===== src/hdl/assert_macros.svh =====
// Assertion helpers shared by the tokenizer modules.
// Each macro expects i_clk and i_rst_n in the enclosing module.
`ifndef ASSERT_MACROS_SVH
`define ASSERT_MACROS_SVH

// cond must hold in the same cycle as trig
`define CHECK_SAME(label, trig, cond) \
    label: assert property (@(posedge i_clk) disable iff (!i_rst_n) (trig) |-> (cond)) \
        else $error("tokenizer assertion failed");

// cond must hold in the cycle after trig
`define CHECK_NEXT(label, trig, cond) \
    label: assert property (@(posedge i_clk) disable iff (!i_rst_n) (trig) |=> (cond)) \
        else $error("tokenizer assertion failed");

`endif


===== src/hdl/stb_pkg.sv =====
package stb_pkg;

    localparam int OFFSET_BITS = 16;
    localparam int KIND_BITS   = 6;
    localparam int NUM_SLOTS   = 4;

    // token kinds
    localparam logic [KIND_BITS-1:0] K_NUMBER   = 6'd0;
    localparam logic [KIND_BITS-1:0] K_STRING   = 6'd1;
    localparam logic [KIND_BITS-1:0] K_KEYWORD0 = 6'd2;
    localparam logic [KIND_BITS-1:0] K_IDENT    = 6'd22;
    localparam logic [KIND_BITS-1:0] K_EQ_EQ    = 6'd23;
    localparam logic [KIND_BITS-1:0] K_GE       = 6'd24;
    localparam logic [KIND_BITS-1:0] K_LE       = 6'd25;
    localparam logic [KIND_BITS-1:0] K_NE       = 6'd26;
    localparam logic [KIND_BITS-1:0] K_SYM0     = 6'd27;
    localparam logic [KIND_BITS-1:0] K_SLASH    = 6'd33;
    localparam logic [KIND_BITS-1:0] K_END      = 6'd45;
    localparam logic [KIND_BITS-1:0] K_UNKNOWN  = 6'd46;

    // keyword table, text right-justified in each entry
    localparam int KW_COUNT   = 20;
    localparam int KW_MAX_LEN = 11;
    localparam logic [KW_MAX_LEN*8-1:0] KW_TEXT [KW_COUNT] = '{
        "#define", "#include", "struct", "fn", "var", "const", "__interrupt",
        "__zeropage", "u8", "u16", "u32", "u64", "i8", "i16", "i32", "i64",
        "bool", "str", "true", "false"
    };
    localparam logic [3:0] KW_LEN [KW_COUNT] = '{
        4'd7, 4'd8, 4'd6, 4'd2, 4'd3, 4'd5, 4'd11, 4'd10, 4'd2, 4'd3,
        4'd3, 4'd3, 4'd2, 4'd3, 4'd3, 4'd3, 4'd4, 4'd3, 4'd4, 4'd5
    };

    // single symbols in kind order from K_SYM0
    localparam int SYM_COUNT = 18;
    localparam logic [7:0] SYM_CHARS [SYM_COUNT] = '{
        ":", ",", ";", "+", "-", "*", "/", "(", ")", "{", "}", "[", "]",
        "=", ".", "<", ">", "!"
    };

    typedef struct packed {
        logic [7:0] source_byte;
        logic       final_byte;
        logic       flush_only;
    } t_in_item;

    typedef struct packed {
        logic [KIND_BITS-1:0]   token_kind;
        logic [OFFSET_BITS-1:0] text_start;
        logic [OFFSET_BITS-1:0] text_length;
        logic                   run_end;
    } t_out_item;

    typedef struct packed {
        logic [KIND_BITS-1:0]   kind;
        logic [OFFSET_BITS-1:0] start;
        logic [OFFSET_BITS-1:0] length;
    } t_token;

    // all tokens caused by one input item, in emission order
    typedef struct packed {
        logic   [NUM_SLOTS-1:0] valid;
        t_token [NUM_SLOTS-1:0] tok;
    } t_bundle;

    // character i of keyword k, counted from the first character
    function automatic logic [7:0] kw_char(int k, int i);
        logic [KW_MAX_LEN*8-1:0] t;
        int                      pos;
        t   = KW_TEXT[k];
        pos = int'(KW_LEN[k]) - 1 - i;
        if (pos >= 0) begin
            return t[pos*8 +: 8];
        end
        return 8'h00;
    endfunction

    function automatic logic [KIND_BITS-1:0] symbol_kind(logic [7:0] c);
        logic [KIND_BITS-1:0] kind;
        kind = K_UNKNOWN;
        for (int i = 0; i < SYM_COUNT; i++) begin
            if (SYM_CHARS[i] == c) begin
                kind = K_SYM0 + KIND_BITS'(i);
            end
        end
        return kind;
    endfunction

endpackage


===== src/hdl/stb_front.sv =====
`include "assert_macros.svh"

module stb_front
    import stb_pkg::*;
#(
    parameter int KEYWORD_CHARS = 11
) (
    input  logic     i_clk,
    input  logic     i_rst_n,
    input  logic     i_in_valid,
    output logic     o_in_ready,
    input  t_in_item i_in_data,
    input  logic     i_full,
    output logic     o_push,
    output t_bundle  o_push_data
);

    localparam int CNT_W = $clog2(KEYWORD_CHARS + 2);
    localparam int IDX_W = $clog2(KEYWORD_CHARS);

    // lexer modes
    localparam logic [3:0] M_IDLE    = 4'd0;
    localparam logic [3:0] M_COMMENT = 4'd1;
    localparam logic [3:0] M_SLASH   = 4'd2;
    localparam logic [3:0] M_ZERO    = 4'd3;
    localparam logic [3:0] M_DEC     = 4'd4;
    localparam logic [3:0] M_HEX     = 4'd5;
    localparam logic [3:0] M_BIN     = 4'd6;
    localparam logic [3:0] M_STRING  = 4'd7;
    localparam logic [3:0] M_WORD    = 4'd8;
    localparam logic [3:0] M_OP      = 4'd9;

    localparam logic [7:0] CH_LF    = 8'h0A;
    localparam logic [7:0] CH_QUOTE = 8'h22;
    localparam logic [7:0] CH_SLASH = "/";
    localparam logic [7:0] CH_EQ    = "=";
    localparam logic [7:0] CH_GT    = ">";
    localparam logic [7:0] CH_LT    = "<";
    localparam logic [7:0] CH_BANG  = "!";

    logic [3:0]             r_mode,  n_mode;
    logic [OFFSET_BITS-1:0] r_pos;
    logic [OFFSET_BITS-1:0] r_start, n_start;
    logic [7:0]             r_pend,  n_pend;
    logic [CNT_W-1:0]       r_count, n_count;
    logic [7:0]             r_prefix [KEYWORD_CHARS];
    logic [7:0]             n_prefix [KEYWORD_CHARS];

    logic                   w_accept;
    logic [7:0]             w_c;
    logic [OFFSET_BITS-1:0] w_pos_n;
    logic                   w_close, w_start, w_pair;
    logic [KIND_BITS-1:0]   w_word_kind;

    function automatic logic is_digit(logic [7:0] c);
        return c >= "0" && c <= "9";
    endfunction

    function automatic logic is_alpha(logic [7:0] c);
        return (c >= "a" && c <= "z") || (c >= "A" && c <= "Z");
    endfunction

    function automatic logic is_xdigit(logic [7:0] c);
        return is_digit(c) || (c >= "a" && c <= "f") || (c >= "A" && c <= "F");
    endfunction

    function automatic logic is_word(logic [7:0] c);
        return is_alpha(c) || is_digit(c) || c == "_" || c == "#";
    endfunction

    function automatic logic is_space(logic [7:0] c);
        return c == " " || (c >= 8'h09 && c <= 8'h0D);
    endfunction

    function automatic logic [OFFSET_BITS-1:0] sat_inc(logic [OFFSET_BITS-1:0] v);
        return (v == '1) ? v : v + 1'b1;
    endfunction

    function automatic logic [KIND_BITS-1:0] pair_kind(logic [7:0] c);
        logic [KIND_BITS-1:0] kind;
        case (c)
            CH_EQ:   kind = K_EQ_EQ;
            CH_GT:   kind = K_GE;
            CH_LT:   kind = K_LE;
            default: kind = K_NE;
        endcase
        return kind;
    endfunction

    function automatic logic closes(logic [3:0] mode);
        logic v;
        unique case (mode)
            M_SLASH, M_ZERO, M_DEC, M_HEX, M_BIN, M_STRING, M_WORD, M_OP: v = 1'b1;
            default: v = 1'b0;
        endcase
        return v;
    endfunction

    // token left by an open mode when the text ends before pos
    function automatic t_token close_tok(logic [3:0] mode, logic [OFFSET_BITS-1:0] st,
                                         logic [OFFSET_BITS-1:0] pos, logic [7:0] pend,
                                         logic [KIND_BITS-1:0] wk);
        t_token t;
        t.kind   = K_NUMBER;
        t.start  = st;
        t.length = pos - st;
        unique case (mode)
            M_SLASH: begin
                t.kind   = K_SLASH;
                t.length = OFFSET_BITS'(1);
            end
            M_STRING: begin
                t.kind   = K_STRING;
                t.start  = sat_inc(st);
                t.length = (pos > st) ? pos - st - 1'b1 : '0;
            end
            M_WORD: t.kind = wk;
            M_OP: begin
                t.kind   = symbol_kind(pend);
                t.length = OFFSET_BITS'(1);
            end
            default: t.kind = K_NUMBER;
        endcase
        return t;
    endfunction

    assign o_in_ready = !i_full;
    assign w_accept   = i_in_valid && o_in_ready;
    assign w_c        = i_in_data.source_byte;
    assign w_pos_n    = i_in_data.flush_only ? r_pos : sat_inc(r_pos);

    // feed one byte: next mode, word buffer and which tokens close or start
    always_comb begin
        n_mode   = r_mode;
        n_start  = r_start;
        n_pend   = r_pend;
        n_count  = r_count;
        n_prefix = r_prefix;
        w_close  = 1'b0;
        w_start  = 1'b0;
        w_pair   = 1'b0;
        if (!i_in_data.flush_only) begin
            unique case (r_mode)
                M_COMMENT: begin
                    if (w_c == CH_LF) n_mode = M_IDLE;
                end
                M_SLASH: begin
                    if (w_c == CH_SLASH) n_mode = M_COMMENT;
                    else begin
                        w_close = 1'b1;
                        w_start = 1'b1;
                    end
                end
                M_ZERO: begin
                    if (w_c == "x") n_mode = M_HEX;
                    else if (w_c == "b") n_mode = M_BIN;
                    else if (is_digit(w_c)) n_mode = M_DEC;
                    else begin
                        w_close = 1'b1;
                        w_start = 1'b1;
                    end
                end
                M_DEC, M_HEX, M_BIN: begin
                    if (!((r_mode == M_DEC && is_digit(w_c)) ||
                          (r_mode == M_HEX && is_xdigit(w_c)) ||
                          (r_mode == M_BIN && (w_c == "0" || w_c == "1")))) begin
                        w_close = 1'b1;
                        w_start = 1'b1;
                    end
                end
                M_STRING: begin
                    if (w_c == CH_QUOTE) begin
                        w_close = 1'b1;
                        n_mode  = M_IDLE;
                    end
                end
                M_WORD: begin
                    if (is_word(w_c)) begin
                        if (r_count < CNT_W'(KEYWORD_CHARS)) begin
                            n_prefix[r_count[IDX_W-1:0]] = w_c;
                        end
                        if (r_count <= CNT_W'(KEYWORD_CHARS)) begin
                            n_count = r_count + 1'b1;
                        end
                    end else begin
                        w_close = 1'b1;
                        w_start = 1'b1;
                    end
                end
                M_OP: begin
                    if (w_c == CH_EQ) begin
                        w_pair = 1'b1;
                        n_mode = M_IDLE;
                    end else begin
                        w_close = 1'b1;
                        w_start = 1'b1;
                    end
                end
                default: w_start = 1'b1;
            endcase
        end
        // open the next token at this byte
        if (w_start) begin
            n_start = r_pos;
            n_mode  = M_IDLE;
            if (w_c == CH_SLASH) n_mode = M_SLASH;
            else if (is_digit(w_c)) n_mode = (w_c == "0") ? M_ZERO : M_DEC;
            else if (w_c == CH_QUOTE) n_mode = M_STRING;
            else if (is_word(w_c)) begin
                n_mode      = M_WORD;
                n_prefix[0] = w_c;
                n_count     = CNT_W'(1);
            end else if (w_c == CH_EQ || w_c == CH_GT || w_c == CH_LT || w_c == CH_BANG) begin
                n_mode = M_OP;
                n_pend = w_c;
            end
        end
    end

    // keyword match on the word buffer after this byte
    always_comb begin
        logic hit;
        w_word_kind = K_IDENT;
        for (int k = KW_COUNT - 1; k >= 0; k--) begin
            hit = (n_count == CNT_W'(KW_LEN[k]));
            for (int i = 0; i < KW_MAX_LEN; i++) begin
                if (i < int'(KW_LEN[k]) && n_prefix[i] != kw_char(k, i)) hit = 1'b0;
            end
            if (hit) w_word_kind = K_KEYWORD0 + KIND_BITS'(k);
        end
    end

    // build the bundle: feed close or pair, immediate symbol, final close, END
    always_comb begin
        o_push_data = '0;
        if (w_pair) begin
            o_push_data.valid[0] = 1'b1;
            o_push_data.tok[0]   = '{kind: pair_kind(r_pend), start: r_start,
                                     length: OFFSET_BITS'(2)};
        end else if (w_close && closes(r_mode)) begin
            o_push_data.valid[0] = 1'b1;
            o_push_data.tok[0]   = close_tok(r_mode, r_start, r_pos, r_pend, w_word_kind);
        end
        if (w_start && !is_space(w_c) && n_mode == M_IDLE) begin
            o_push_data.valid[1] = 1'b1;
            o_push_data.tok[1]   = '{kind: symbol_kind(w_c), start: r_pos,
                                     length: OFFSET_BITS'(1)};
        end
        if (i_in_data.final_byte) begin
            o_push_data.valid[2] = closes(n_mode);
            o_push_data.tok[2]   = close_tok(n_mode, n_start, w_pos_n, n_pend, w_word_kind);
            o_push_data.valid[3] = 1'b1;
            o_push_data.tok[3]   = '{kind: K_END, start: w_pos_n, length: '0};
        end
    end

    assign o_push = w_accept && (o_push_data.valid != '0);

    // advance lexer state; END returns all of it but the word buffer to the start of a source
    always_ff @(posedge i_clk) begin
        if (!i_rst_n) begin
            r_mode  <= M_IDLE;
            r_pos   <= '0;
            r_start <= '0;
            r_pend  <= '0;
            r_count <= '0;
        end else if (w_accept) begin
            if (i_in_data.final_byte) begin
                r_mode  <= M_IDLE;
                r_pos   <= '0;
                r_start <= '0;
                r_pend  <= '0;
                r_count <= '0;
            end else begin
                r_mode  <= n_mode;
                r_pos   <= w_pos_n;
                r_start <= n_start;
                r_pend  <= n_pend;
                r_count <= n_count;
            end
        end
    end

    // word buffer holds payload only
    always_ff @(posedge i_clk) begin
        if (w_accept) begin
            r_prefix <= n_prefix;
        end
    end

    `CHECK_NEXT(a_end_clears, w_accept && i_in_data.final_byte, r_mode == M_IDLE && r_pos == '0 && r_count == '0)

endmodule


===== src/hdl/stb_queue.sv =====
`include "assert_macros.svh"

module stb_queue
    import stb_pkg::*;
#(
    parameter int DEPTH = 4
) (
    input  logic    i_clk,
    input  logic    i_rst_n,
    input  logic    i_push,
    input  t_bundle i_push_data,
    output logic    o_full,
    input  logic    i_pop,
    output logic    o_empty,
    output t_bundle o_head
);

    localparam int PTR_W = $clog2(DEPTH);
    localparam int CNT_W = $clog2(DEPTH + 1);

    t_bundle          r_mem [DEPTH];
    logic [PTR_W-1:0] r_wr, r_rd;
    logic [CNT_W-1:0] r_count;

    function automatic logic [PTR_W-1:0] wrap_inc(logic [PTR_W-1:0] p);
        return (p == PTR_W'(DEPTH - 1)) ? '0 : p + 1'b1;
    endfunction

    assign o_full  = (r_count == CNT_W'(DEPTH));
    assign o_empty = (r_count == '0);
    assign o_head  = r_mem[r_rd];

    // store bundles
    always_ff @(posedge i_clk) begin
        if (i_push) begin
            r_mem[r_wr] <= i_push_data;
        end
    end

    // advance pointers and fill level
    always_ff @(posedge i_clk) begin
        if (!i_rst_n) begin
            r_wr    <= '0;
            r_rd    <= '0;
            r_count <= '0;
        end else begin
            if (i_push) r_wr <= wrap_inc(r_wr);
            if (i_pop)  r_rd <= wrap_inc(r_rd);
            if (i_push && !i_pop)      r_count <= r_count + 1'b1;
            else if (!i_push && i_pop) r_count <= r_count - 1'b1;
        end
    end

    `CHECK_SAME(a_no_overflow, r_count == CNT_W'(DEPTH), !i_push)
    `CHECK_SAME(a_no_underflow, i_pop, r_count != '0)
    `CHECK_NEXT(a_count_up, i_push && !i_pop, r_count == $past(r_count) + 1'b1)

endmodule


===== src/hdl/stb_back.sv =====
module stb_back
    import stb_pkg::*;
(
    input  logic      i_clk,
    input  logic      i_rst_n,
    input  t_bundle   i_head,
    input  logic      i_empty,
    output logic      o_pop,
    output logic      o_out_valid,
    input  logic      i_out_ready,
    output t_out_item o_out_data
);

    localparam int SEL_W = $clog2(NUM_SLOTS);

    logic [NUM_SLOTS-1:0] r_taken;
    logic                 r_out_valid;
    t_out_item            r_out_data;

    logic [NUM_SLOTS-1:0] w_remain, w_bit, w_left;
    logic [SEL_W-1:0]     w_sel;
    logic                 w_load, w_last;

    // pick the earliest token of the head bundle not yet sent
    always_comb begin
        w_remain = i_head.valid & ~r_taken;
        w_sel    = '0;
        for (int i = NUM_SLOTS - 1; i >= 0; i--) begin
            if (w_remain[i]) w_sel = SEL_W'(i);
        end
        w_bit  = NUM_SLOTS'(1) << w_sel;
        w_left = w_remain & ~w_bit;
        w_last = (w_left == '0);
    end

    assign w_load = !i_empty && (!r_out_valid || i_out_ready);
    assign o_pop  = w_load && w_last;

    // output register: load a token, or drop valid once taken
    always_ff @(posedge i_clk) begin
        if (!i_rst_n) begin
            r_out_valid <= 1'b0;
            r_taken     <= '0;
        end else if (w_load) begin
            r_out_valid <= 1'b1;
            r_taken     <= w_last ? '0 : (r_taken | w_bit);
        end else if (i_out_ready) begin
            r_out_valid <= 1'b0;
        end
    end

    always_ff @(posedge i_clk) begin
        if (w_load) begin
            r_out_data.token_kind  <= i_head.tok[w_sel].kind;
            r_out_data.text_start  <= i_head.tok[w_sel].start;
            r_out_data.text_length <= i_head.tok[w_sel].length;
            r_out_data.run_end     <= w_last;
        end
    end

    assign o_out_valid = r_out_valid;
    assign o_out_data  = r_out_data;

endmodule


===== src/hdl/source_byte_tokenizer.sv =====
// Streaming source tokenizer: one source byte per input transaction, tokens out as
// kind, start offset and length, with run_end on the last token an input causes.
// The front lexer takes a byte every cycle while its bundle queue (QUEUE_DEPTH
// entries) has room; each byte yields zero to three tokens, which the output stage
// sends at one token per cycle while the output side is ready. Sustained rate is
// therefore one byte per cycle as long as the text averages at most one token per
// byte; a token passes the bundle queue and then the output register. Offsets are 16
// bits and saturate; END resets the lexer so the next byte starts a new source.
module source_byte_tokenizer
    import stb_pkg::*;
#(
    parameter int KEYWORD_CHARS = 11,
    parameter int QUEUE_DEPTH   = 4
) (
    input  logic      i_clk,
    input  logic      i_rst_n,
    input  logic      i_in_valid,
    output logic      o_in_ready,
    input  t_in_item  i_in_data,
    output logic      o_out_valid,
    input  logic      i_out_ready,
    output t_out_item o_out_data
);

    logic    w_push, w_full, w_pop, w_empty;
    t_bundle w_push_data, w_head;

    stb_front #(
        .KEYWORD_CHARS(KEYWORD_CHARS)
    ) u_front (
        .i_clk      (i_clk),
        .i_rst_n    (i_rst_n),
        .i_in_valid (i_in_valid),
        .o_in_ready (o_in_ready),
        .i_in_data  (i_in_data),
        .i_full     (w_full),
        .o_push     (w_push),
        .o_push_data(w_push_data)
    );

    stb_queue #(
        .DEPTH(QUEUE_DEPTH)
    ) u_queue (
        .i_clk      (i_clk),
        .i_rst_n    (i_rst_n),
        .i_push     (w_push),
        .i_push_data(w_push_data),
        .o_full     (w_full),
        .i_pop      (w_pop),
        .o_empty    (w_empty),
        .o_head     (w_head)
    );

    stb_back u_back (
        .i_clk      (i_clk),
        .i_rst_n    (i_rst_n),
        .i_head     (w_head),
        .i_empty    (w_empty),
        .o_pop      (w_pop),
        .o_out_valid(o_out_valid),
        .i_out_ready(i_out_ready),
        .o_out_data (o_out_data)
    );

endmodule


===== config.mk =====
export PLATFORM = sky130hd
export DESIGN_NAME = source_byte_tokenizer
export DESIGN_NICKNAME = d
export VERILOG_FILES = /design/src/hdl/stb_pkg.sv /design/src/hdl/stb_front.sv /design/src/hdl/stb_queue.sv /design/src/hdl/stb_back.sv /design/src/hdl/source_byte_tokenizer.sv
export VERILOG_INCLUDE_DIRS = /design/src /design/src/hdl
export SDC_FILE = /design/constraint.sdc
export NUM_CORES = 1
export LEC_CHECK = 0
export BUFFER_PORTS_ARGS = -buffer_cell sky130_fd_sc_hd__buf_2
export CAP_MARGIN = 20
export CORE_ASPECT_RATIO = 1.1
export CORE_MARGIN = 2
export CORE_UTILIZATION = 45
export CTS_BUF_LIST = sky130_fd_sc_hd__clkbuf_4
export DETAILED_ROUTE_END_ITERATION = 8
export SYNTH_ARGS = -nofsm -noshare
export SYNTH_HDL_FRONTEND = slang
export SYNTH_SLANG_ARGS = --single-unit

===== constraint.sdc =====
create_clock -name i_clk -period 14.4 [get_ports i_clk]
set_input_delay 2.16 -clock i_clk [delete_from_list [all_inputs] [get_ports i_clk]]
set_output_delay 2.16 -clock i_clk [all_outputs]
set_load 0.02 [all_outputs]

# Word level (Yosys, flattened, before mapping)
# Memory sizes are Yosys's and may differ from the RTL's. A register that Yosys moved wholly into a read port is not among the register bits.
# Cells that the tools add are included.
dict set report word_totals {
  reg_bits 187
  mem_count 3
  rom_bits 32
  wordCells 540
  ram_bits 624
  out_inout_bits 41
}
# memory words word_bits read_ports rd_clocked_by_memory_dff wr line_no
set memory_table {}
lappend memory_table {u_queue.r_mem 4 156 1 1 1 stb_queue.sv:21} ;# t_bundle r_mem [DEPTH];
lappend memory_table {{(no name shown)} 16 1 1 1 0 stb_front.sv:92} ;# unique case (mode)
lappend memory_table {{(no name shown)} 16 1 1 0 0 stb_front.sv:92}
dict set report op_classes {
  n_reduce_logical 49
  n_bitwise 6
  eq_ne 162
  n_addsub 12
  mux 265
  n_shift 1
  magnitude_cmp 17
}
# op count
set ops {}
lappend ops {{$ne A8 B7 Y1 const B} 55}
lappend ops {{$mux W6} 69}
lappend ops {{$mux W88} 4}
lappend ops {{$eq A6 B8 Y1 const A} 42}
lappend ops {{$mux W16} 11}
lappend ops {{$mux W38} 4}
lappend ops {{$mux W4} 28}
lappend ops {{$mux W1} 107}
lappend ops {{$eq A8 B6 Y1 const B} 13}
lappend ops {{$mux W8} 13}
lappend ops {{$eq A7 B8 Y1 const A} 12}
lappend ops {{$bwmux W88} 1}
lappend ops {{$bmux W38 S2} 1}
lappend ops {{$mux W76} 1}
lappend ops {{$ne A8 B6 Y1 const B} 8}
lappend ops {{$pmux W16 S2} 2}
lappend ops {{$add A16 B1 Y16 const B} 3}
lappend ops {{$eq A16 B16 Y1 const B} 3}
lappend ops {{$pmux W6 S4} 2}
lappend ops {{$eq A4 B3 Y1 const B} 9}
lappend ops {{$demux W8 S4} 1}
lappend ops {{$gt A16 B16 Y1} 2}
lappend ops {{$le A8 B7 Y1 const B} 4}
lappend ops {{$sub A16 B1 Y16 const B} 2}
lappend ops {{other kinds (41)} 115}

# Logic depth before layout (Yosys ltp)
# Gate-level depths: netlist of the first run.
dict set report logic_depth {
  ltp_word 44
  depth_mapped 23
}

# Cells and area by module
# Synthesis of the first run repeated with hierarchy kept, for this count alone.
dict set report hier_totals {
  hier_cells 2931
  area_unflattened_um2 39591.7
}
# mod cells_per_inst instances area_each_um2 seq_area_each_um2
set modules_own_cells {}
lappend modules_own_cells {stb_queue 859 1 23125.9 18918.1}
lappend modules_own_cells {stb_front 1863 1 14179.8 3623.5}
lappend modules_own_cells {stb_back 209 1 2285.9 1271.2}

# Worst setup path after synthesis of the first run
# No wires, ideal clock.
dict set report synth_timing {
  path_kind {input -> register}
  start {input i_in_data[6] (netlist name)}
  end {memory u_queue.r_mem[0][0] (netlist name) (enable)}
  arrival_time_ns 7.818
  path_stages 13
  slack_ns 6.091
  n_path_buf 4
  path_cell_list {buf_6 or4b_1 buf_2 nor2_2 a221oi_1 or3_4 o31ai_4 buf_4 mux2i_1 nor4b_1 o31a_1 buf_2 and2_1}
}
dict set report synth_between {
  elab_chain_len 18
  word_cells_on_any_way 91
  cone_classes {10 x order compare; 14 x eq/ne; 37 x mux; 29 x reduce/logical; 1 x memory}
}
# item line_no
set synth_lines {}
lappend synth_lines {{from (decl)} source_byte_tokenizer.sv:19} ;# input t_in_item i_in_data,
lappend synth_lines {{parallel branches: the longest is 14 deep, another holds $ge A8 B6 Y1} -}
lappend synth_lines {{$reduce_bool A4 Y1 *} stb_front.sv:257} ;# assign o_push = w_accept && (o_push_data.valid != '0);
lappend synth_lines {{$logic_and A1 B1 Y1 *} stb_front.sv:257}
lappend synth_lines {{net u_front.o_push} stb_front.sv:14} ;# output logic o_push,
lappend synth_lines {{$mux W1 *} stb_queue.sv:35} ;# if (i_push) begin
lappend synth_lines {{$mux W1 (not written as such) *} stb_queue.sv:36} ;# r_mem[r_wr] <= i_push_data;
lappend synth_lines {{to (decl)} stb_queue.sv:21}
# Mark *: on every way through the listed nets, which the timed path passes.

==> results of run 1 <==
## power by group through the flow
stage	logic (mW)	clock network, mW	registers (mW)
5_1_grt	1.33	1.79	2.43
3_5_place_dp	1.26	0	2.45
2_1_floorplan	0.745	0	2.50
3_3_place_gp	1.25	0	2.44
6_report	1.22	1.64	2.41
4_1_cts	1.26	1.69	2.41
## flip-flops by register name, summed over array words and instances, names as in the netlist, named ones only
register            flops
u_queue.r_mem         472
u_front.r_prefix       88
u_back.o_out_data      39
u_front.r_pos          16
u_front.r_start        16
u_front.r_pend          8
u_back.r_taken          4
u_front.r_count         4
u_front.r_mode          4
u_queue.r_count         3
u_queue.r_rd            2
u_queue.r_wr            2
u_back.o_out_valid      1
## worst max path at each step
stage,startpoint,endpoint,slack [ns],depth (start not counted)
after floorplan,i_in_data[6],u_queue.r_mem[0][0],6.09,13
after global placement,i_in_data[4],u_queue.r_mem[1][12],5.73,14
after detailed placement,i_in_data[4],u_queue.r_mem[1][13],5.57,14
after CTS,i_in_data[4],u_queue.r_mem[1][1],6.70,14
after global routing,i_in_data[3],u_queue.r_mem[1][91],6.23,22
final,i_in_data[4],u_queue.r_mem[3][91],6.45,21
## synthesized netlist by cell type (all sizes together) (37+ instances only)
library cell | instances | area [µm²]
and2 | 71 | 444
nor2b | 49 | 307
mux2i | 46 | 460
a31oi | 37 | 231
nand3 | 84 | 420
mux4 | 118 | 2660
ha | 47 | 588
nor2 | 197 | 742
a21oi | 113 | 577
nand2 | 300 | 1130
dfxtp | 63 | 1260
xnor2 | 61 | 534
clkbuf | 132 | 495
edfxtp | 599 | 18000
mux2 | 50 | 563
o21ai | 137 | 697
nand4 | 38 | 238
nor3 | 76 | 390
inv | 65 | 244
## cell type report
| cell class | instances | area, µm² |
|---|---|---|
| inverters | 67 | 254 |
| fillers | 6613 | 37300 |
| multi-input cells | 1865 | 13500 |
| clock buffers | 242 | 1820 |
| well taps | 963 | 1200 |
| clock inverters | 43 | 383 |
| repair buffers | 99 | 608 |
| diodes | 2 | 5.00 |
| flip-flops and latches | 662 | 19300 |
## logic make-up after synthesis
| family | after synthesis | synth area share |
|---|---|---|
| simple gates | 1014 | 0.153 |
| flops | 662 | 0.572 |
| compound gates | 503 | 0.0974 |
| buf+inv | 228 | 0.0266 |
| mux | 214 | 0.109 |
| xor+xnor | 83 | 0.0221 |
| fa+ha+maj | 51 | 0.0196 |
## metrics by stage
stage / worst slack (ns) / instance area, µm²
3_3_place_gp: 5.73 / 34900
2_1_floorplan: 6.09 / 33600
6_report: 6.45 / 37100
5_1_grt: 6.23 / 37100
4_1_cts: 6.70 / 37100
3_5_place_dp: 5.57 / 34900
## per-layer routing
| metal | wire (µm) | track usage | up-vias |
|---|---|---|---|
| li1 | - | - | 10814 |
| met1 | 41800 | 0.334 | 11939 |
| met2 | 50600 | 0.449 | 809 |
| met3 | 5340 | 0.0504 | 194 |
| met4 | 4460 | 0.127 | 0 |
| met5 | 0 | 0 | - |
## tightest hold or removal path: cells and delay by family (launching register included)
family	cells	cell delay, ns
compound gates	1	0.04
flops	1	0.32
simple gates	1	0.07
==> summary.txt, run 1 <==
Cells and area
  • Area delta synth->final: 10.2%
  • Utilization after layout: 0.499
  • Most common cell after layout, fill and taps aside: edfxtp_1
  • Fin nets: 2,926
  • Commonest non-fill, non-tap cells in the layout: 599 x edfxtp_1, 299 x nand2_1, 242 x clkbuf_4, 195 x nor2_1, 126 x o21ai_0
  • Layout cells sized above 1: 0.197
  • Layout Cells excl Fill: 3,943

STA
  • Max-slew violation count: 0
  • Layout Skew: 0.0626 ns
  • Fin. Hold Viols: 0
  • Setup tns final: 0 ns
  • Period utilisation layout: 0.552
  • Worst Tran Pin Value: 1.19 ns
  • Max-Slew Margin vs Limit: 0.198
  • Fin crit period: 7.95 ns
  • Setup violators final: 0
  • Unrepaired setup endpoints after global routing: false
  • Max Clk Rate: 126 MHz
  • Hold slack: 0.465 ns

Setup path
  • CP cell instances: buf_2 > nor2b_1 > nand2_1 > o32ai_1 > a311oi_1 > o31a_1 > buf_4 > o21ai_0 > inv_1 > ha_1 > nor2b_1 > o21a_1 > o21ai_0 > a21oi_1 > o211a_1 > o21a_1 > o311ai_0 > nand3_1 > nor4b_2 > xor3_1 > and2b_1
  • R2R Path End: u_queue.r_mem[3][91]
  • Reg2Reg Setup Slack: 7.77 ns
  • Top delay family on crit path: compound AO/OA/AOI/OAI gates
  • Crit. End Element: flip-flop
  • Crit path buf inv count: 3
  • Required time worst endpoint: 15.14 ns
  • Slowest stage cell, crit path: o311ai_0
  • R2R Path Start: u_front.r_mode[3]
  • FF-to-FF path depth: 19
  • Critical path arrival: 8.70 ns
  • Crit path launch type: input pin
  • Critical path type: input pin to flip-flop
  • Max incr delay on CP: 0.69 ns
  • Crit Path Max Fanout: 42

Yosys
  • YS warnings: 0
  • Post-synthesis sequential area ratio: 0.572
  • Synth cell types: 104
  • Syn Inst Count: 2,755
  • Synth Cell Area: 33,600 µm²
  • Syn_nets: 2,819
  • Ys flop type: edfxtp_1
  • Syn Area/Cell: 12.2 µm²
  • Number of flops mapped to enable cells by yosys: 599
  • Seq cells post-synth: 662
  • Async SR Flop Fraction: 0

Floorplanning
  • DIE AREA: 77,000 µm²
  • Core ar.: 74,400 µm²
  • IO Pins: 55
  • Die height: 291 µm
  • Starting Density: 0.453
  • Die width: 265 µm
  • FP Rows: 105

Clock network
  • Post-CTS resize count: 0
  • CTS buffer count: 167
  • CTS sink cnt: 662
  • Hold buffers post-CTS: 0
  • CTS tree: built
  • CTS clk-pin slew, worst paths: 0.06 ns
  • Post-CTS Setup Inserts: 0
  • Skew-Pair Late Insertion Delay: 1.04 ns
  • H-tree Lvls: 4
  • Max clock buf depth: 3
  • Root Buffer: clkbuf_4

Power
  • PD cells: 142 nW/µm²
  • Combinational power share: 0.232
  • Reg power frac: 0.457
  • Total power draw: 5.27 mW
  • Static Leak: 12.7 nW
  • VDD IR max: 0.000114 V
  • Switching fraction of total power: 0.310
  • Sw power: 1.63 mW
  • Clk pwr share: 0.311
  • P_int: 3.64 mW

Route
  • ANT nets after route: 0
  • Initial DRC count: 2,109
  • Routed len/inst: 25.9 µm
  • First-pass DRT Iterations: 5
  • DR vias/cell: 6.02
  • Via count: 23,756
  • Residual DRC: 0
  • Routed WL: 102 mm

Flow run
  • Max Cap Viol: 0

Placement
  • Dpl cells: 3,656
  • HPWL Detailed: 70.0 mm
  • IO buf count: 54
  • GP Congestion: 0.948

Hold path
  • HP Class: flip-flop to flip-flop
  • WHS Path Cells: 2
  • WHS Endpoint: u_back.r_taken[0]
  • Worst hold path startpoint: u_back.r_taken[0]

GRT
  • Vias in the first global route: 24,098
  • Grt ovf: 0
  • First-pass GRT wire length: 153 mm
  • Tot GR Track Use: 0.267
  • Initial antenna violation count: 4
  • Largest net degree at the start of global routing: 67

Run status
  • Status: finished, final reports clean
Power figures use the tool's default switching activity.
==> inputs of run 2 (changes only) <==
- clock period: 14.4 -> 8.3 ns (I/O delays scaled with it)
==> run 2 against run 1 <==
  * Sequential share of layout area is 0.17 points lower
  * Global-route usage increased by 0.096 points
  * Highest routed layer is now met5
  * Critical endpoint is now u_queue.r_mem[2][91]
  * Sequential power rose by 73%
  * Critical path type unchanged
==> summary.txt, run 2 (same netlist as run 1, synthesis figures left out) <==
Route
  • Routed len/inst: 25.9 µm (-0.12%)
  • DR vias/cell: 6.00 (-0.39%)
  • Routed WL: 103 mm (+0.49%)
  • Via count: 23,807 (+0.21%)
  • ANT nets after route: 0 (unchanged)
  • Initial DRC count: 1,933 (-8.3%)
  • Residual DRC: 0 (unchanged)
  • First-pass DRT Iterations: 6 (+1)

Floorplanning
  • Die width: 265 µm (unchanged)
  • IO Pins: 55 (unchanged)
  • Core ar.: 74,400 µm² (unchanged)
  • Starting Density: 0.453 (unchanged)
  • DIE AREA: 77,000 µm² (unchanged)
  • Die height: 291 µm (unchanged)
  • FP Rows: 105 (unchanged)

Setup path
  • Required time worst endpoint: 9.06 ns (-6.08 ns)
  • Crit Path Max Fanout: 36 (-14%)
  • Critical path type: input pin to flip-flop
  • Critical path arrival: 7.25 ns (-1.45 ns)
  • Crit path launch type: input pin
  • Crit. End Element: flip-flop

Placement
  • GP Congestion: 1.00 (+6.0%)
  • HPWL Detailed: 71.9 mm (+2.7%)
  • Dpl cells: 3,673 (+0.46%)
  • IO buf count: 54 (unchanged)
  • Cell area after placement: 35,100 µm² (+0.61%)

Clock network
  • Post-CTS Setup Inserts: 0 (unchanged)
  • CTS buffer count: 167 (unchanged)
  • CTS tree: built
  • Hold buffers post-CTS: 0 (unchanged)
  • Skew-Pair Late Insertion Delay: 1.07 ns (+0.03 ns)
  • Post-CTS resize count: 0 (unchanged)
  • Root Buffer: clkbuf_4
  • Max clock buf depth: 3 (unchanged)
  • H-tree Lvls: 4 (unchanged)
  • CTS clk-pin slew, worst paths: 0.06 ns (about the same)
  • CTS sink cnt: 662 (unchanged)

STA
  • Unrepaired setup endpoints after global routing: false
  • Max-Slew Margin vs Limit: 0.231 (+0.0332)
  • Setup tns final: 0 ns (unchanged)
  • Worst Tran Pin Value: 1.15 ns (-0.0388 ns)
  • Period utilisation layout: 0.781
  • Max Clk Rate: 154 MHz
  • Layout Skew: 0.0682 ns (+0.00562 ns)
  • Fin crit period: 6.49 ns
  • Max-slew violation count: 0 (unchanged)
  • Setup violators final: 0 (unchanged)
  • Fin. Hold Viols: 0 (unchanged)

Cells and area
  • Area delta synth->final: 10.5%
  • Most common cell after layout, fill and taps aside: edfxtp_1
  • Utilization after layout: 0.500 (+0.00162)
  • Top reg by flops: u_queue.r_mem
  • Commonest non-fill, non-tap cells in the layout: 599 x edfxtp_1, 300 x nand2_1, 245 x clkbuf_4, 195 x nor2_1, 127 x o21ai_0
  • Layout Cells excl Fill: 3,967 (+0.61%)
  • Final Cell Area: 37,200 µm² (+0.32%)
  • Max reg flops: 472 (unchanged)
  • Layout cells sized above 1: 0.202 (+0.00475)
  • Fin nets: 2,943 (+0.58%)

GRT
  • Largest net degree at the start of global routing: 66 (-1.5%)
  • First-pass GRT wire length: 153 mm (-0.16%)
  • Vias in the first global route: 24,192 (+0.39%)
  • Tot GR Track Use: 0.268 (+0.000960)
  • Initial antenna violation count: 5 (+1)
  • Grt ovf: 0 (unchanged)

Power
  • Static Leak: 12.7 nW (+0.42%)
  • PD cells: 241 nW/µm² (+69%)
  • VDD IR max: 0.000246 V (+120%)

Run status
  • Status: finished, final reports clean

Hold path
  • HP Class: flip-flop to flip-flop

Flow run
  • Max Cap Viol: 0 (unchanged)
==> run 2: cell types whose count changed in the layout (fill, tap and decap cells not counted), moves of 2 or more <==
cell,previous run,this run
buf_12,0,7
bufinv_16,6,1
clkinv_2,3,6
inv_6,3,5
buf_4,45,55
clkbuf_4,242,245
diode_2,2,7
==> run 2: routing by layer <==
layer  GRT usage  vias up  wire, µm
met5           0        -        10
met4       0.148        2      5590
met3      0.0493      218      4670
met2       0.469      755     52400
met1       0.312    11960     39900
li1            -    10872         -
==> run 2: critical path: stages <==
cell and delay [ns]:
buf_2 0.59, and4_1 0.35, nand4_1 0.29, a21oi_1 0.48, nor4_2 0.16, o31ai_4 0.58, mux2_2 0.34, ha_1 0.18
inv_1 0.06, fa_1 0.46, a21o_1 0.18, a21oi_1 0.30, o21a_1 0.22, o31ai_1 0.10, a21oi_1 0.19, xnor2_1 0.12
nor3_1 0.39, nand3_1 0.21, nor4b_2 0.27, xor3_1 0.26, and2b_1 0.20
==> run 2: final timing paths <==
path / from / endpoint / slack (ns) / depth (start not counted)
worst max-delay path: i_in_data[4] / u_queue.r_mem[2][91] / 1.81 / 21
worst min-delay path: u_back.r_taken[2] / u_back.r_taken[2] / 0.45 / 2
worst max register to register: u_front.r_mode[3] / u_queue.r_mem[2][91] / 2.17 / 18
worst min register to register: u_back.r_taken[2] / u_back.r_taken[2] / 0.45 / 2
==> run 2: layout make-up <==
cell class / instances / area (µm²)
Sequential cell: 662 / 19300
Inverter: 67 / 254
Multi-Input combinational cell: 1865 / 13500
Clock buffer: 245 / 1840
Fill cell: 6702 / 37200
Clock inverter: 42 / 255
Antenna cell: 7 / 17.5
Timing Repair Buffer: 116 / 823
Tap cell: 963 / 1200
==> run 2: where the power goes <==
part	total (mW)	switching, mW	leakage, nW	internal [mW]
Sequential	4.18	0.158	6.18	4.03
Clock	2.72	1.33	1.25	1.39
Combinational	2.05	1.31	5.29	0.745
==> run 2: metrics by stage <==
stage / total power [mW] / hold slack, ns / worst slack [ns]
detailed placement: 6.36 / 0.445 / 0.923
finish: 8.96 / 0.450 / 1.81
global placement: 6.33 / 0.441 / 1.02
floorplan: 5.63 / 0.424 / 0.906
CTS: 9.10 / 0.392 / 2.03
global route: 9.42 / 0.457 / 1.48
==> inputs of run 3 (changes only) <==
- clock period: 8.3 -> 6.7 ns (I/O delays scaled with it)
==> run 3 against run 2 <==
  * Via count rose by 0.53%
  * Die area stayed put
  * Non-clock buffer count increased by 56
  * Global-route usage barely moved
  * Flip-flop and latch count unchanged
  * Final cell count is 1.8% higher
  * Largest cell class unchanged
==> summary.txt, run 3 (same netlist as run 1, synthesis figures left out) <==
Setup path
  • Crit Path Max Fanout: 7 (-81%)
  • CP cell instances: and3_1 > nand4_1 > nor3_1 > nor2_1 > nand4_1 > nor2_1 > nand3_1 > xnor2_1 > ha_1 > nand4_1 > o31ai_1 > a21oi_1 > o21ai_0 > o41ai_1 > o41ai_1 > nand2_1 > a211oi_1
  • Crit. End Element: flip-flop
  • Max incr delay on CP: 0.64 ns (+0.05 ns)
  • Critical path depth in cells: 17 (-19%)
  • Crit path buf inv count: 0 (-2)
  • FF-to-FF path depth: 17 (-1)
  • Critical path's most frequent cell: nand4_1
  • Critical path type: flip-flop to flip-flop
  • Slowest stage cell, crit path: a211oi_1
  • Top delay family on crit path: simple AND/OR/NAND/NOR gates
  • Critical path arrival: 6.49 ns (-0.76 ns)
  • Crit path launch type: flip-flop
  • Required time worst endpoint: 7.37 ns (-1.69 ns)

Hold path
  • HP Class: input pin to flip-flop
  • WHS Path Cells: 4 (+2)

Floorplanning
  • Die height: 291 µm (unchanged)
  • IO Pins: 55 (unchanged)
  • Starting Density: 0.453 (unchanged)
  • Die width: 265 µm (unchanged)
  • FP Rows: 105 (unchanged)
  • Core ar.: 74,400 µm² (unchanged)
  • DIE AREA: 77,000 µm² (unchanged)

STA
  • Layout Skew: 0.0656 ns (-0.00262 ns)
  • Unrepaired setup endpoints after global routing: false
  • Max Clk Rate: 172 MHz
  • Max-slew violation count: 0 (unchanged)
  • Setup violators final: 0 (unchanged)
  • Worst Tran Pin Value: 1.12 ns (-0.0382 ns)
  • Period utilisation layout: 0.867
  • Fin crit period: 5.81 ns
  • Fin. Hold Viols: 0 (unchanged)
  • Setup tns final: 0 ns (unchanged)
  • Max-Slew Margin vs Limit: 0.257 (+0.0255)

GRT
  • Vias in the first global route: 24,615 (+1.7%)
  • First-pass GRT wire length: 155 mm (+1.1%)
  • Largest net degree at the start of global routing: 78 (+18%)
  • Tot GR Track Use: 0.269 (+0.000480)
  • Initial antenna violation count: 3 (-2)
  • Grt ovf: 0 (unchanged)

Cells and area
  • Most common cell after layout, fill and taps aside: edfxtp_1
  • Layout cells sized above 1: 0.216 (+0.0138)
  • Register area: 19,300 µm² (unchanged)
  • Area delta synth->final: 12.7%
  • Commonest non-fill, non-tap cells in the layout: 599 x edfxtp_1, 300 x nand2_1, 239 x clkbuf_4, 195 x nor2_1, 127 x o21ai_0
  • Top reg by flops: u_queue.r_mem
  • Final Cell Area: 37,900 µm² (+1.9%)
  • Fin nets: 3,001 (+2.0%)
  • Max reg flops: 472 (unchanged)
  • Multi-input gate area: 13,500 µm² (unchanged)
  • Filler Cells Inserted: 6,608 (-1.4%)

Clock network
  • CTS tree: built
  • Post-CTS Setup Inserts: 0 (unchanged)
  • CTS buffer count: 169 (+1.2%)
  • H-tree Lvls: 4 (unchanged)
  • Root Buffer: clkbuf_4
  • Max clock buf depth: 3 (unchanged)
  • Hold buffers post-CTS: 0 (unchanged)
  • CTS clk-pin slew, worst paths: 0.06 ns (about the same)
  • Post-CTS resize count: 0 (unchanged)
  • CTS sink cnt: 662 (unchanged)
  • Skew-Pair Late Insertion Delay: 1.04 ns (-0.03 ns)

Route
  • Residual DRC: 0 (unchanged)
  • Routed len/inst: 25.4 µm (-1.9%)
  • Initial DRC count: 2,038 (+5.4%)
  • DR vias/cell: 5.93 (-1.2%)
  • First-pass DRT Iterations: 5 (-1)
  • Via count: 23,934 (+0.53%)
  • Routed WL: 103 mm (-0.11%)
  • ANT nets after route: 0 (unchanged)

Power
  • PD cells: 301 nW/µm² (+25%)
  • VDD IR max: 0.000234 V (-4.8%)
  • Static Leak: 13.1 nW (+3.1%)

Placement
  • Cell area after placement: 35,600 µm² (+1.4%)
  • IO buf count: 54 (unchanged)
  • GP Congestion: 0.983 (-2.1%)
  • HPWL Detailed: 72.7 mm (+1.1%)

Run status
  • Status: finished, final reports clean

Flow run
  • Max Cap Viol: 0 (unchanged)
run 3: cell type report:
type | count | share of cell area
clock inverter | 69 | 0.0141
antenna | 1 | 0.0000660
clock buffer | 239 | 0.0473
tap | 963 | 0.0318
sequential | 662 | 0.508
inverter | 67 | 0.00670
multi-input combinational | 1865 | 0.357
timing repair buffer | 172 | 0.0347
run 3: final timing paths:
check        slack, ns               from                   end
max               0.89   u_front.r_pos[9]  u_queue.r_mem[2][77]
min               0.33        i_out_ready    u_back.o_out_valid
max reg2reg       0.89   u_front.r_pos[9]  u_queue.r_mem[2][77]
min reg2reg       0.47  u_back.r_taken[2]     u_back.r_taken[2]
run 3: metal layers:
| layer | routed length [µm] | track usage |
|---|---|---|
| met1 | 39900 | 0.317 |
| met2 | 52600 | 0.471 |
| met3 | 4910 | 0.0431 |
| met4 | 5130 | 0.144 |
| met5 | 11 | 0 |
run 3: per-stage QoR:
step / power [mW] / worst slack (ns) / cells / utilization / hold WS, ns
after floorplan: 6.96 / 0.485 / 2755 / - / 0.424
after global placement: 7.87 / 0.379 / 3728 / 0.478 / 0.434
after detailed placement: 7.89 / 0.364 / 3729 / 0.478 / 0.450
after CTS: 11.6 / 1.03 / 4037 / 0.510 / 0.165
after global routing: 12.0 / 0.480 / 4038 / 0.510 / 0.294
final: 11.4 / 0.889 / 4038 / 0.510 / 0.333
run 3: tightest hold or removal path, cell delays in order:
cell	delay [ns]
buf_2	0.07
inv_1	0.06
nand2_1	0.06
a21boi_0	0.07
run 3: report_power, final:
group	internal, mW	switching (mW)
sequential	4.99	0.189
clock	1.98	1.68
combinational	0.961	1.63
